--- src/rtl/core/owm_pkg.sv ---
`default_nettype none

package owm_pkg;

  // Input item kinds
  localparam logic [1:0] KIND_TICK  = 2'd0;
  localparam logic [1:0] KIND_RESET = 2'd1;
  localparam logic [1:0] KIND_WRITE = 2'd2;
  localparam logic [1:0] KIND_READ  = 2'd3;

  // Configuration register indexes
  localparam logic [2:0] CFG_RESET_LOW     = 3'd0;
  localparam logic [2:0] CFG_PRESENCE_WAIT = 3'd1;
  localparam logic [2:0] CFG_PRESENCE_TAIL = 3'd2;
  localparam logic [2:0] CFG_SHORT_LOW     = 3'd3;
  localparam logic [2:0] CFG_READ_SAMPLE   = 3'd4;
  localparam logic [2:0] CFG_READ_TAIL     = 3'd5;
  localparam logic [2:0] CFG_LONG_SLOT     = 3'd6;
  localparam logic [2:0] CFG_RECOVERY      = 3'd7;

  localparam int unsigned TimeW = 10;

  // Timing register reset values, in ticks
  localparam logic [TimeW-1:0] RST_RESET_LOW     = 10'd480;
  localparam logic [TimeW-1:0] RST_PRESENCE_WAIT = 10'd40;
  localparam logic [TimeW-1:0] RST_PRESENCE_TAIL = 10'd120;
  localparam logic [TimeW-1:0] RST_SHORT_LOW     = 10'd1;
  localparam logic [TimeW-1:0] RST_READ_SAMPLE   = 10'd14;
  localparam logic [TimeW-1:0] RST_READ_TAIL     = 10'd45;
  localparam logic [TimeW-1:0] RST_LONG_SLOT     = 10'd60;
  localparam logic [TimeW-1:0] RST_RECOVERY      = 10'd5;

  localparam logic [7:0] CRC_POLY = 8'h8C;

  typedef enum logic [6:0] {
    PH_IDLE      = 7'b0000001,
    PH_RST_LOW   = 7'b0000010,
    PH_PRES_WAIT = 7'b0000100,
    PH_PRES_TAIL = 7'b0001000,
    PH_SLOT_LOW  = 7'b0010000,
    PH_SLOT_REL  = 7'b0100000,
    PH_SLOT_TAIL = 7'b1000000
  } phase_e;

  typedef struct packed {
    logic [1:0] kind;
    logic [7:0] write_data;
    logic       line_level;
  } owm_in_t;

  typedef struct packed {
    logic       drive_low;
    logic       busy_res;
    logic       done_res;
    logic       no_presence;
    logic [7:0] read_data;
    logic [7:0] crc_value;
    logic       status;
  } owm_out_t;

  typedef struct packed {
    logic [TimeW-1:0] reset_low_time;
    logic [TimeW-1:0] presence_wait_time;
    logic [TimeW-1:0] presence_tail_time;
    logic [TimeW-1:0] short_low_time;
    logic [TimeW-1:0] read_sample_time;
    logic [TimeW-1:0] read_tail_time;
    logic [TimeW-1:0] long_slot_time;
    logic [TimeW-1:0] recovery_time;
  } owm_cfg_t;

  // Reflected CRC-8 over one byte, LSB first
  function automatic logic [7:0] crc8_byte(input logic [7:0] crc_in, input logic [7:0] data);
    logic [7:0] c;
    logic [7:0] b;
    logic       fb;
    c = crc_in;
    b = data;
    for (int i = 0; i < 8; i++) begin
      fb = c[0] ^ b[0];
      c  = {1'b0, c[7:1]};
      if (fb) begin
        c = c ^ CRC_POLY;
      end
      b = {1'b0, b[7:1]};
    end
    return c;
  endfunction

endpackage

`default_nettype wire

--- src/rtl/core/owm_cfg_regs.sv ---
`default_nettype none

module owm_cfg_regs
  import owm_pkg::*;
(
  input  wire logic             clk_i,
  input  wire logic             rst_ni,
  input  wire logic             wr_en_i,
  input  wire logic [2:0]       wr_index_i,
  input  wire logic [TimeW-1:0] wr_data_i,
  output owm_cfg_t              cfg_o
);

  owm_cfg_t cfg_q;
  owm_cfg_t cfg_d;

  always_comb begin
    cfg_d = cfg_q;
    if (wr_en_i) begin
      case (wr_index_i)
        CFG_RESET_LOW:     cfg_d.reset_low_time     = wr_data_i;
        CFG_PRESENCE_WAIT: cfg_d.presence_wait_time = wr_data_i;
        CFG_PRESENCE_TAIL: cfg_d.presence_tail_time = wr_data_i;
        CFG_SHORT_LOW:     cfg_d.short_low_time     = wr_data_i;
        CFG_READ_SAMPLE:   cfg_d.read_sample_time   = wr_data_i;
        CFG_READ_TAIL:     cfg_d.read_tail_time     = wr_data_i;
        CFG_LONG_SLOT:     cfg_d.long_slot_time     = wr_data_i;
        CFG_RECOVERY:      cfg_d.recovery_time      = wr_data_i;
        default:           cfg_d = cfg_q;
      endcase
    end
  end

  always_ff @(posedge clk_i or negedge rst_ni) begin
    if (!rst_ni) begin
      cfg_q.reset_low_time     <= RST_RESET_LOW;
      cfg_q.presence_wait_time <= RST_PRESENCE_WAIT;
      cfg_q.presence_tail_time <= RST_PRESENCE_TAIL;
      cfg_q.short_low_time     <= RST_SHORT_LOW;
      cfg_q.read_sample_time   <= RST_READ_SAMPLE;
      cfg_q.read_tail_time     <= RST_READ_TAIL;
      cfg_q.long_slot_time     <= RST_LONG_SLOT;
      cfg_q.recovery_time      <= RST_RECOVERY;
    end else begin
      cfg_q <= cfg_d;
    end
  end

  assign cfg_o = cfg_q;

endmodule

`default_nettype wire

--- src/rtl/core/owm_step.sv ---
`default_nettype none

module owm_step
  import owm_pkg::*;
(
  input  wire logic    clk_i,
  input  wire logic    rst_ni,
  input  wire logic    fire_i,
  input  wire owm_in_t  item_i,
  input  wire owm_cfg_t cfg_i,
  output owm_out_t     result_o
);

  phase_e           phase_q, phase_d;
  logic [TimeW-1:0] tick_count_q, tick_count_d;
  logic [2:0]       bit_index_q, bit_index_d;
  logic [7:0]       shift_q, shift_d;
  logic [7:0]       crc_q, crc_d;
  logic             presence_q, presence_d;
  logic             drive_q, drive_d;
  logic             reading_q, reading_d;
  logic [7:0]       last_read_q, last_read_d;

  always_comb begin
    logic [TimeW-1:0] len_raw;
    logic [TimeW-1:0] len;
    logic [TimeW:0]   count;
    logic [TimeW-1:0] tail_sel;
    logic [7:0]       shift_v;
    logic             end_slot;
    logic             done;
    logic             status;

    phase_d      = phase_q;
    tick_count_d = tick_count_q;
    bit_index_d  = bit_index_q;
    shift_d      = shift_q;
    crc_d        = crc_q;
    presence_d   = presence_q;
    drive_d      = drive_q;
    reading_d    = reading_q;
    last_read_d  = last_read_q;
    done         = 1'b0;
    status       = 1'b0;
    end_slot     = 1'b0;
    shift_v      = shift_q;
    count        = {1'b0, tick_count_q} + {{TimeW{1'b0}}, 1'b1};
    tail_sel     = reading_q ? cfg_i.read_tail_time : cfg_i.recovery_time;

    case (phase_q)
      PH_RST_LOW:   len_raw = cfg_i.reset_low_time;
      PH_PRES_WAIT: len_raw = cfg_i.presence_wait_time;
      PH_PRES_TAIL: len_raw = cfg_i.presence_tail_time;
      PH_SLOT_LOW:  len_raw = (reading_q || shift_q[0]) ? cfg_i.short_low_time
                                                        : cfg_i.long_slot_time;
      PH_SLOT_REL: begin
        if (reading_q) begin
          len_raw = cfg_i.read_sample_time;
        end else begin
          len_raw = shift_q[0] ? cfg_i.long_slot_time : cfg_i.short_low_time;
        end
      end
      PH_SLOT_TAIL: len_raw = tail_sel;
      default:      len_raw = {{(TimeW-1){1'b0}}, 1'b1};
    endcase
    len = (len_raw == '0) ? {{(TimeW-1){1'b0}}, 1'b1} : len_raw;

    if (fire_i) begin
      if (item_i.kind == KIND_TICK) begin
        if (phase_q != PH_IDLE) begin
          if (count < {1'b0, len}) begin
            tick_count_d = count[TimeW-1:0];
          end else begin
            tick_count_d = '0;
            case (phase_q)
              PH_RST_LOW: begin
                phase_d = PH_PRES_WAIT;
                drive_d = 1'b0;
              end
              PH_PRES_WAIT: begin
                presence_d = item_i.line_level;
                drive_d    = 1'b0;
                if (cfg_i.presence_tail_time != '0) begin
                  phase_d = PH_PRES_TAIL;
                end else begin
                  phase_d = PH_IDLE;
                  done    = 1'b1;
                end
              end
              PH_PRES_TAIL: begin
                phase_d = PH_IDLE;
                drive_d = 1'b0;
                done    = 1'b1;
              end
              PH_SLOT_LOW: begin
                phase_d = PH_SLOT_REL;
                drive_d = 1'b0;
              end
              PH_SLOT_REL: begin
                if (reading_q) begin
                  shift_v = {item_i.line_level, shift_q[7:1]};
                end
                shift_d = shift_v;
                if (tail_sel != '0) begin
                  phase_d = PH_SLOT_TAIL;
                  drive_d = 1'b0;
                end else begin
                  end_slot = 1'b1;
                end
              end
              PH_SLOT_TAIL: end_slot = 1'b1;
              default: begin
                phase_d = PH_IDLE;
                drive_d = 1'b0;
              end
            endcase

            // Close the bit slot: finish the byte or open the next slot
            if (end_slot) begin
              if (bit_index_q == 3'd7) begin
                if (reading_q) begin
                  last_read_d = shift_v;
                  crc_d       = crc8_byte(crc_q, shift_v);
                end
                bit_index_d = '0;
                phase_d     = PH_IDLE;
                drive_d     = 1'b0;
                done        = 1'b1;
              end else begin
                bit_index_d = bit_index_q + 3'd1;
                if (!reading_q) begin
                  shift_d = {1'b0, shift_v[7:1]};
                end
                phase_d = PH_SLOT_LOW;
                drive_d = 1'b1;
              end
            end
          end
        end
      end else if (phase_q != PH_IDLE) begin
        status = 1'b1;
      end else begin
        bit_index_d  = '0;
        tick_count_d = '0;
        drive_d      = 1'b1;
        if (item_i.kind == KIND_RESET) begin
          crc_d   = '0;
          phase_d = PH_RST_LOW;
        end else begin
          reading_d = (item_i.kind == KIND_READ);
          shift_d   = (item_i.kind == KIND_READ) ? 8'h00 : item_i.write_data;
          phase_d   = PH_SLOT_LOW;
        end
      end
    end

    result_o.drive_low   = drive_d;
    result_o.busy_res    = (phase_d != PH_IDLE);
    result_o.done_res    = done;
    result_o.no_presence = presence_d;
    result_o.read_data   = last_read_d;
    result_o.crc_value   = crc_d;
    result_o.status      = status;
  end

  always_ff @(posedge clk_i or negedge rst_ni) begin
    if (!rst_ni) begin
      phase_q      <= PH_IDLE;
      tick_count_q <= '0;
      bit_index_q  <= '0;
      shift_q      <= '0;
      crc_q        <= '0;
      presence_q   <= 1'b0;
      drive_q      <= 1'b0;
      reading_q    <= 1'b0;
      last_read_q  <= '0;
    end else begin
      phase_q      <= phase_d;
      tick_count_q <= tick_count_d;
      bit_index_q  <= bit_index_d;
      shift_q      <= shift_d;
      crc_q        <= crc_d;
      presence_q   <= presence_d;
      drive_q      <= drive_d;
      reading_q    <= reading_d;
      last_read_q  <= last_read_d;
    end
  end

endmodule

`default_nettype wire

--- src/rtl/core/one_wire_master_slot_engine.sv ---
// 1-Wire bus master slot engine.
// Input channel (in_valid_i / in_stall_o / in_item_i): each item is a tick carrying the
// sampled bus level, or a reset, write-byte or read-byte command. Output channel
// (out_valid_o / out_stall_i / out_item_o): exactly one result item per input item, in
// order, giving line drive, busy, done, presence, last read byte, CRC and status.
// Config channel (cfg_valid_i / cfg_ready_o): eight 10-bit timing registers in ticks;
// always ready, write only while the engine is idle.
// An item lands in the input register at its accept edge; its result is then
// registered in the result register once that register is free or being taken.
// Throughput: one item per clock unless the receiver stalls. The slot state machine,
// tick counter and byte CRC update all settle between the input and result registers.
// When the receiver stalls, the result register holds and the input register takes
// one more item, then in_stall_o rises; nothing is lost or repeated.
// Reset (rst_ni low, asynchronous): timing registers return to their defaults, the
// engine goes idle with the line released, CRC, presence and read byte cleared, and
// both pipeline registers empty.

`default_nettype none

module one_wire_master_slot_engine
  import owm_pkg::*;
(
  input  wire logic             clk_i,
  input  wire logic             rst_ni,
  input  wire logic             in_valid_i,
  output      logic             in_stall_o,
  input  wire owm_in_t          in_item_i,
  output      logic             out_valid_o,
  input  wire logic             out_stall_i,
  output owm_out_t              out_item_o,
  input  wire logic             cfg_valid_i,
  output      logic             cfg_ready_o,
  input  wire logic [2:0]       cfg_index_i,
  input  wire logic [TimeW-1:0] cfg_data_i
);

  owm_cfg_t cfg;
  owm_out_t result;

  logic     in_valid_q;
  owm_in_t  in_item_q;
  logic     out_valid_q;
  owm_out_t out_item_q;
  logic     advance;
  logic     fire;

  assign cfg_ready_o = 1'b1;

  owm_cfg_regs u_cfg_regs (
    .clk_i      (clk_i),
    .rst_ni     (rst_ni),
    .wr_en_i    (cfg_valid_i),
    .wr_index_i (cfg_index_i),
    .wr_data_i  (cfg_data_i),
    .cfg_o      (cfg)
  );

  // Advance the pipeline whenever the result register is free or being taken
  assign advance    = !out_valid_q || !out_stall_i;
  assign fire       = in_valid_q && advance;
  assign in_stall_o = in_valid_q && !advance;

  owm_step u_step (
    .clk_i    (clk_i),
    .rst_ni   (rst_ni),
    .fire_i   (fire),
    .item_i   (in_item_q),
    .cfg_i    (cfg),
    .result_o (result)
  );

  // Input register: load a new item unless the held one is blocked
  always_ff @(posedge clk_i or negedge rst_ni) begin
    if (!rst_ni) begin
      in_valid_q <= 1'b0;
    end else if (!in_stall_o) begin
      in_valid_q <= in_valid_i;
    end
  end

  always_ff @(posedge clk_i) begin
    if (!in_stall_o && in_valid_i) begin
      in_item_q <= in_item_i;
    end
  end

  // Result register: hold while the receiver stalls
  always_ff @(posedge clk_i or negedge rst_ni) begin
    if (!rst_ni) begin
      out_valid_q <= 1'b0;
    end else if (advance) begin
      out_valid_q <= in_valid_q;
    end
  end

  always_ff @(posedge clk_i) begin
    if (fire) begin
      out_item_q <= result;
    end
  end

  assign out_valid_o = out_valid_q;
  assign out_item_o  = out_item_q;

endmodule

`default_nettype wire

--- config.mk ---
export PLATFORM = sky130hd
export DESIGN_NAME = one_wire_master_slot_engine
export DESIGN_NICKNAME = d
export VERILOG_FILES = /design/src/rtl/core/owm_pkg.sv /design/src/rtl/core/owm_cfg_regs.sv /design/src/rtl/core/owm_step.sv /design/src/rtl/core/one_wire_master_slot_engine.sv
export SDC_FILE = /design/constraint.sdc
export NUM_CORES = 1
export LEC_CHECK = 0
export ABC_AREA = 1
export BUFFER_PORTS_ARGS = -buffer_cell sky130_fd_sc_hd__buf_4
export CORE_ASPECT_RATIO = 0.6
export CORE_MARGIN = 2
export CORE_UTILIZATION = 30
export DETAILED_ROUTE_END_ITERATION = 7
export PLACE_DENSITY_LB_ADDON = 0.1
export SLEW_MARGIN = 20
export SYNTH_ARGS = -nofsm -noshare
export SYNTH_HDL_FRONTEND = slang
export SYNTH_SLANG_ARGS = --single-unit
export TNS_END_PERCENT = 10
--- constraint.sdc ---
create_clock -name clk_i -period 4.8 [get_ports clk_i]
set_input_delay 0.48 -clock clk_i [delete_from_list [all_inputs] [get_ports clk_i]]
set_output_delay 0.48 -clock clk_i [all_outputs]
set_load 0.01 [all_outputs]
Word-level counts from Yosys, hierarchy flattened

Index checks and enable logic that the tools add are counted.
Widths: inputs -> output; s select.

Register bits after elaboration: 161
Input port bits: 29
Output and inout bits: 24
Word-level logic and storage cells: 241

$add $sub $neg: 2
Magnitude comparators: 1
Equality and inequality tests: 23
Mux-type cells: 140
Bitwise logic cells: 19
Reductions and logical operators: 27

Operator list:

| cell                  | number |
|---|---|
| $mux 8                | 88 |
| $mux 10               | 9 |
| $pmux 10 s6           | 1 |
| $mux 7                | 7 |
| $pmux 7 s5            | 1 |
| $not 2->3             | 8 |
| $mux 1                | 22 |
| $reduce_bool 10->1    | 2 |
| $mux 3                | 6 |
| $reduce_and 2->1      | 8 |
| $eq 3x3->1 const B    | 5 |
| $ne 7x1->1 const B    | 2 |
| $add 10x1->11 const B | 1 |
| $lt 11x10->1          | 1 |
| $logic_not 10->1      | 1 |
| $mux 5                | 2 |
| $reduce_and 5->1      | 2 |
| $xor 1x1->1           | 8 |
| $eq 7x2->1 const B    | 1 |
| $eq 7x3->1 const B    | 1 |
| $eq 7x4->1 const B    | 1 |
| $eq 7x5->1 const B    | 1 |
| $eq 7x6->1 const B    | 1 |
| $eq 7x7->1 const B    | 1 |
| 18 further kinds      | 32 |

Depth between registers and ports, before layout

Gate-level depths: netlist of run 1.

Depth in word-level cells: 82
Depth in mapped cells: 25
Mapped depth without buffers: 24

Modules after synthesis

From an unflattened synthesis of run 1, not the netlist that was laid out.

Cells, all modules: 1126
Area, all modules: 8887.3 µm²

Modules (own cells, without submodules):

| module                      | times used | cells an instance | area each (µm²) | seq. area each (µm²) |
|---|---|---|---|---|
| owm_step                    | 1          | 715               | 4509.3          | 1177.4 |
| owm_cfg_regs                | 1          | 365               | 3310.7          | 2031.9 |
| one_wire_master_slot_engine | 1          | 46                | 1067.3          | 1011.0 |

Least setup slack after synthesis of run 1

Ideal clock, no wire load.

Path kind: in2reg
From: input port out_stall_i
To: register out_item_q, in the netlist out_item_o[14] (data pin)
Library setup time: 258 ps
Data arrival time: 3203 ps
Data required time: 4542 ps
Slack: 1339 ps
Stages on the path: 10
Path buffers: 1
Cell sequence: nand2_1 inv_1 nor2_1 clkinv_1 nor2_1 clkinv_1 nor2_2 buf_4 nand2_1 o21a_1

RTL lines:

| item                   | line                              | source |
|---|---|---|
| start: declaration     | one_wire_master_slot_engine.sv:29 | `input wire logic out_stall_i,` |
| end signal: assignment | one_wire_master_slot_engine.sv:98 | `out_item_q <= result;` |
| end: declaration       | one_wire_master_slot_engine.sv:43 | `owm_out_t out_item_q;` |

==> results of run 1 <==
==> critical path, cell delays in order (launching register included) <==
cell	delay (ns)
dfrtp_1	0.40
nor2_1	0.15
nand2_1	0.14
nor2_1	0.79
nand2_1	0.12
nand3_1	0.11
nor2_1	0.08
ha_1	0.30
nand2_1	0.05
inv_1	0.06
nand3_1	0.08
nor3_1	0.43
nand2_2	0.14
nand2_2	0.25
nand3_4	0.23
nor2_2	0.41
nand2_1	0.11
o21a_1	0.14
==> cell usage after synthesis (11+ instances only) <==
master      n
a21oi_1    15
clkbuf_1   21
dfrtp_1   104
dfstp_2    25
edfxtp_1   32
ha_1       13
inv_1      97
nand2_1   372
nand2_2    11
nand3_1   108
nor2_1     45
o21ai_0   109
o21ai_1    18
xor2_1     13
==> per-stage QoR <==
step	area, um^2	instances	util, %
after global placement	9330	1483	33.5
after CTS	9910	1516	35.6
after floorplan	8580	1092	-
after detailed placement	9330	1483	33.5
final	9920	1516	35.7
after global routing	9920	1516	35.7
==> worst max-delay path by stage <==
stage                                     start                  endpoint  slack, ns  depth (start not counted)
global route        u_step.phase_q[2]$_DFF_PN0_  out_item_o[16]$_DFFE_PP_       0.17                         17
CTS                 u_step.phase_q[2]$_DFF_PN0_  out_item_o[14]$_DFFE_PP_       0.59                         18
finish              u_step.phase_q[2]$_DFF_PN0_   out_item_o[9]$_DFFE_PP_       0.57                         17
detailed placement  u_step.phase_q[2]$_DFF_PN0_   out_item_o[9]$_DFFE_PP_       0.61                         18
floorplan                           out_stall_i  out_item_o[14]$_DFFE_PP_       1.34                         10
global placement    u_step.phase_q[2]$_DFF_PN0_  out_item_o[15]$_DFFE_PP_       0.69                         18
==> cells by family after synthesis <==
kind of cell	Yosys count
adders and majority gates	13
and+or+nand+nor	571
muxes	1
AOI/OAI and AO/OA	180
other	1
buffers and inverters	150
DFF	161
xor gates and xnor gates	15
==> per-layer routing <==
metal / vias up / global-route usage [%] / wire, um
met3: 16 / 3.96 / 1480
met1: 3427 / 32.8 / 15900
met4: 0 / 4.88 / 254
met5: - / 0 / 0
li1: 3653 / - / -
met2: 154 / 21.7 / 8780
==> area by class of cell <==
type,count,area share [%]
Inverter,109,4.13
Sequential cell,161,42.6
Clock buffer,19,4.58
Clock inverter,13,1.17
Multi-Input combinational cell,781,37.9
Tap cell,367,4.63
Timing Repair Buffer,66,5.06
==> sequential cells by signal, indices dropped and copies added (netlist names), 3 cells and up <==
name,cells
u_cfg_regs.cfg_o,80
u_step.last_read_q,8
u_step.bit_index_q,3
out_item_o,21
u_step.shift_q,8
u_step.phase_q,7
u_step.crc_q,8
u_step.tick_count_q,10
in_item_q,11
==> power groups by stage <==
stage / sequential (W) / clock [W] / combinational [W]
2_1_floorplan: 0.00189 / 0 / 0.00191
3_3_place_gp: 0.00197 / 0 / 0.00260
3_5_place_dp: 0.00196 / 0 / 0.00260
4_1_cts: 0.00194 / 0.00139 / 0.00261
5_1_grt: 0.00198 / 0.00144 / 0.00299
6_report: 0.00194 / 0.00135 / 0.00263
==> reports/results.ini, run 1 <==
[run_status]
outcome = finished, final reports clean

[critical_path]
cp.arrival_ns = 4.45
startpoint_type = flip-flop
r2r_start = u_step.phase_q[2]$_DFF_PN0_
reg2regPathDepth = 17
required_ns = 5.01
reg2reg_to = out_item_o[9]$_DFFE_PP_
worstSetupEndpointType = flip-flop
r2r_slack_ns = 0.57
critical_path_class = flip-flop to flip-flop
cp_max_fo = 15

[timing]
slew_viol_final = 0
setup_viol_count_final = 0
hold_viol = 0
layout_setup_ws_ns = 0.568
max_slew_margin_pct = 32.5
worstMarginPinSlew_ns = 1.01
whs_ns = 0.198
rsz0062_at_grt = false
timing.fmax_ghz = 0.236
fin_worst_skew_ns = 0.0128
fin_setup_tns_ns = 0
min_period_ns = 4.23
fin_crit_sh_pct = 88.2

[cts]
holdBufCountCts = 1
htreeDepth = 4
clk-insertion-delay-late_ns = 0.46
cts_made_buffers = 17
clk_path_buf_depth = 2
cts_sinks = 161
clkTransAtPathRegs_ns = 0.07
clockRootBuffer = clkbuf_16
postCtsSetupRepairBufs = 0
ctsResizeCount = 0
cts_tree = yes

[yosys]
synth_compound_area_share_pct = 11.8
synth.largest_area_cell = dfrtp_1
synth_ff_type = dfrtp_1
synth-seq-cells = 161
synth-edff-count = 32
muxShareOfSynthArea_pct = 0.117
yosys_warnings = 0
yosysSeqAreaShare_pct = 49.2
syn_inst = 1092
syn_area_um2 = 8580
yosys-top-cells-area = dfrtp_1 30%, nand2_1 16%, edfxtp_1 11%
synth-adder-area-share_pct = 1.90
yosysTopAreaCellShare_pct = 30.3
synthXorXnorAreaFrac_pct = 1.53
synthArstFlopShare_pct = 80.1
synth_cell_types = 45
synth_fp_nets = 1134
synth_top_family_by_area = simple AND/OR/NAND/NOR gates
syn_avg_cell_area_um2 = 7.86
synth-simple-area-share_pct = 28.2

[hold_path]
whs_endpoint = in_item_q[6]$_DFFE_PP_
hold_class = input pin to flip-flop
whs_path_depth = 1
hp-start = in_item_i[6]

[placed_design]
pre_cts_slack_ns = 0.607
hpwl_um = 20000
globalplace.congestion = 0.835
numPortBuffers = 51

[die]
dieWidth_um = 222
design.core.area_um2 = 27800
die-area_um2 = 30000
boundaryPins = 53
initial_core_util_pct = 30.8
row_count = 47
die_h_um = 135

[route]
ant_nets = 0
vias_per_cell = 4.78
drc_errors = 0
num_vias = 7250
wire_per_inst_um = 17.4
drt_pass1_iterations = 5
drt_wl_total_um = 26400
drtIter0Drc = 678

[finish]
nets = 1178
seqCellArea_um2 = 4220
multiInputGateArea_um2 = 3760
fillers = 2940
antennaDiodeCount = 0
mostFrequentLayoutCell = nand2_1
final_cell_mix = 372 x nand2_1, 109 x o21ai_0, 108 x nand3_1
final_layout_size_suffix_gt1_share_pct = 14.7
area_growth_pct = 15.6

[grt]
grt_max_degree = 49
grt_pass1_vias = 6954
grt_pass1_wl_um = 42200
antenna_found_initial = 0
grt_remaining_overflow = 0
grtUsageTotal_pct = 18.9

[power_and_ir_drop]
pwr_density_cell_nw_per_um2 = 597
p_int_w = 0.00324
comb_power_share_pct = 44.4
power.leakage_nw = 4.73
p_clk_share_pct = 22.8
total_power_w = 0.00592
ir_drop_mv = 0.283
swShare_pct = 45.2
switchingPower_w = 0.00267
p_seq_share_pct = 32.8

[run]
drv_cap = 0

(Power assumes the default switching activity.)
==> inputs of run 2 (changes only) <==
==> constraint.sdc (replaced) <==
create_clock -name clk_i -period 4.65 [get_ports clk_i]
set_input_delay 0.465 -clock clk_i [delete_from_list [all_inputs] [get_ports clk_i]]
set_output_delay 0.465 -clock clk_i [all_outputs]
set_load 0.01 [all_outputs]
==> reports/results.ini, run 2 (synthesized netlist as in run 1, its figures left out) <==
[finish]
fillers = 2893
area_growth_pct = 15.5
largest_register_ffs = 80
antennaDiodeCount = 0
post-route-util_pct = 35.6
instances_no_fill = 1514
final_layout_size_suffix_gt1_share_pct = 14.6
mostFrequentLayoutCell = nand2_1
final_cell_mix = 372 x nand2_1, 109 x o21ai_0, 108 x nand3_1
nets = 1176

[route]
ant_nets = 0
vias_per_cell = 4.83
drt_wl_total_um = 26600
num_vias = 7312
drt_pass1_iterations = 7
wire_per_inst_um = 17.6
drc_errors = 0
drtIter0Drc = 728

[timing]
fin_worst_skew_ns = 0.0132
min_period_ns = 4.21
worstMarginPinSlew_ns = 0.922
slew_viol_final = 0
max_slew_margin_pct = 38.5
fin_setup_tns_ns = 0
fin_crit_sh_pct = 90.5
setup_viol_count_final = 0
layout_setup_ws_ns = 0.441
timing.fmax_ghz = 0.238
rsz0062_at_grt = false
hold_viol = 0

[cts]
clockRootBuffer = clkbuf_16
clk_path_buf_depth = 2
postCtsSetupRepairBufs = 0
clk-insertion-delay-late_ns = 0.46
holdBufCountCts = 0
cts_sinks = 161
clkTransAtPathRegs_ns = 0.07
cts_tree = yes
cts_made_buffers = 17
htreeDepth = 4
ctsResizeCount = 0

[power_and_ir_drop]
ir_drop_mv = 0.386
p_int_w = 0.00340
comb_power_share_pct = 43.8
total_power_w = 0.00611
swShare_pct = 44.3
p_clk_share_pct = 23.3
p_seq_share_pct = 32.9
power.leakage_nw = 4.73
switchingPower_w = 0.00271
pwr_density_cell_nw_per_um2 = 617

[placed_design]
pre_cts_slack_ns = 0.462
dp_cells = 1482
numPortBuffers = 51
globalplace.congestion = 0.845
hpwl_um = 19900

[die]
dieWidth_um = 222
die-area_um2 = 30000
boundaryPins = 53
die_h_um = 135
initial_core_util_pct = 30.8
row_count = 47
design.core.area_um2 = 27800

[critical_path]
cp.arrival_ns = 4.42
required_ns = 4.86
critical_path_class = flip-flop to flip-flop
startpoint_type = flip-flop
worstSetupEndpointType = flip-flop
cp_max_fo = 25

[run_status]
outcome = finished, final reports clean

[grt]
antenna_found_initial = 0
grtUsageTotal_pct = 18.8
grt_remaining_overflow = 0
grt_max_degree = 94
grt_pass1_vias = 6875
grt_pass1_wl_um = 41900

[run]
drv_cap = 0

[hold_path]
hold_class = input pin to async pin

run 2: changes by cell type in the layout (fill, tap and decap cells not counted):
cell and delta:
clkbuf_16 -1, clkinv_2 +2, bufinv_16 +2, inv_4 -1
inv_8 -3, dlygate4sd3_1 -1, clkinv_4 +1, clkinv_1 +2
clkinvlp_4 -1, clkbuf_1 -1, buf_4 -1
run 2: worst paths after layout:
path | startpoint | endpoint | slack, ns | depth (start not counted)
max | u_step.phase_q[5]$_DFF_PN0_ | out_item_o[14]$_DFFE_PP_ | 0.44 | 19
min | rst_ni | u_cfg_regs.cfg_o[17]$_DFFE_PN0P_ | 0.06 | 1
max reg2reg | u_step.phase_q[5]$_DFF_PN0_ | out_item_o[14]$_DFFE_PP_ | 0.44 | 19
min reg2reg | u_step.presence_q$_DFF_PN0_ | u_step.presence_q$_DFF_PN0_ | 0.49 | 2
max in group asynchronous | rst_ni | u_step.phase_q[0]$_DFF_PN1_ | 3.54 | 2
min in group clk_i | in_item_i[2] | in_item_q[2]$_DFFE_PP_ | 0.18 | 1
run 2: critical path: stages (launching register included):
cell and delay, ns:
dfrtp_1 0.44, inv_2 0.11, nand2_2 0.09, nor2_4 0.49
nand2_1 0.25, inv_2 0.18, nand2_1 0.07, nand2_1 0.06
nor2_1 0.04, nand2_1 0.07, inv_1 0.04, ha_1 0.28
nand2_1 0.08, nor3_1 0.45, nand2_2 0.13, nand2_2 0.25
nand3_4 0.22, nor2_2 0.44, nand2_1 0.11, o21a_1 0.13
run 2: cell type report:
class                   count  area (um^2)  area share [%]
flip-flops and latches    161         4220            42.6
multi-input cells         781         3760            37.9
repair buffers             64          484            4.89
well taps                 367          459            4.63
clock buffers              17          425            4.29
inverters                 109          409            4.13
clock inverters            15          155            1.57
run 2: power groups by stage:
stage / clock network [W] / logic, W / registers, W
after floorplan: 0 / 0.00197 / 0.00195
after global placement: 0 / 0.00266 / 0.00203
after detailed placement: 0 / 0.00265 / 0.00203
after CTS: 0.00146 / 0.00266 / 0.00201
after global routing: 0.00153 / 0.00305 / 0.00205
final: 0.00142 / 0.00268 / 0.00201
run 2: per-layer routing:
| layer | share of wire [%] | track usage [%] | wire length (um) | vias to the layer above |
|---|---|---|---|---|
| met5 | 0 | 0 | 0 | - |
| met4 | 0.56 | 3.79 | 150 | 0 |
| met3 | 7.5 | 5.61 | 2000 | 17 |
| met2 | 33 | 21.2 | 8880 | 205 |
| met1 | 58 | 32.3 | 15600 | 3434 |
| li1 | - | - | - | 3656 |
run 2: through the flow:
step           instance area [um^2]  hold slack (ns)
5_1_grt                        9910            0.129
4_1_cts                        9900            0.122
3_5_place_dp                   9320            0.474
2_1_floorplan                  8580            0.169
3_3_place_gp                   9320            0.464
6_report                       9910           0.0642
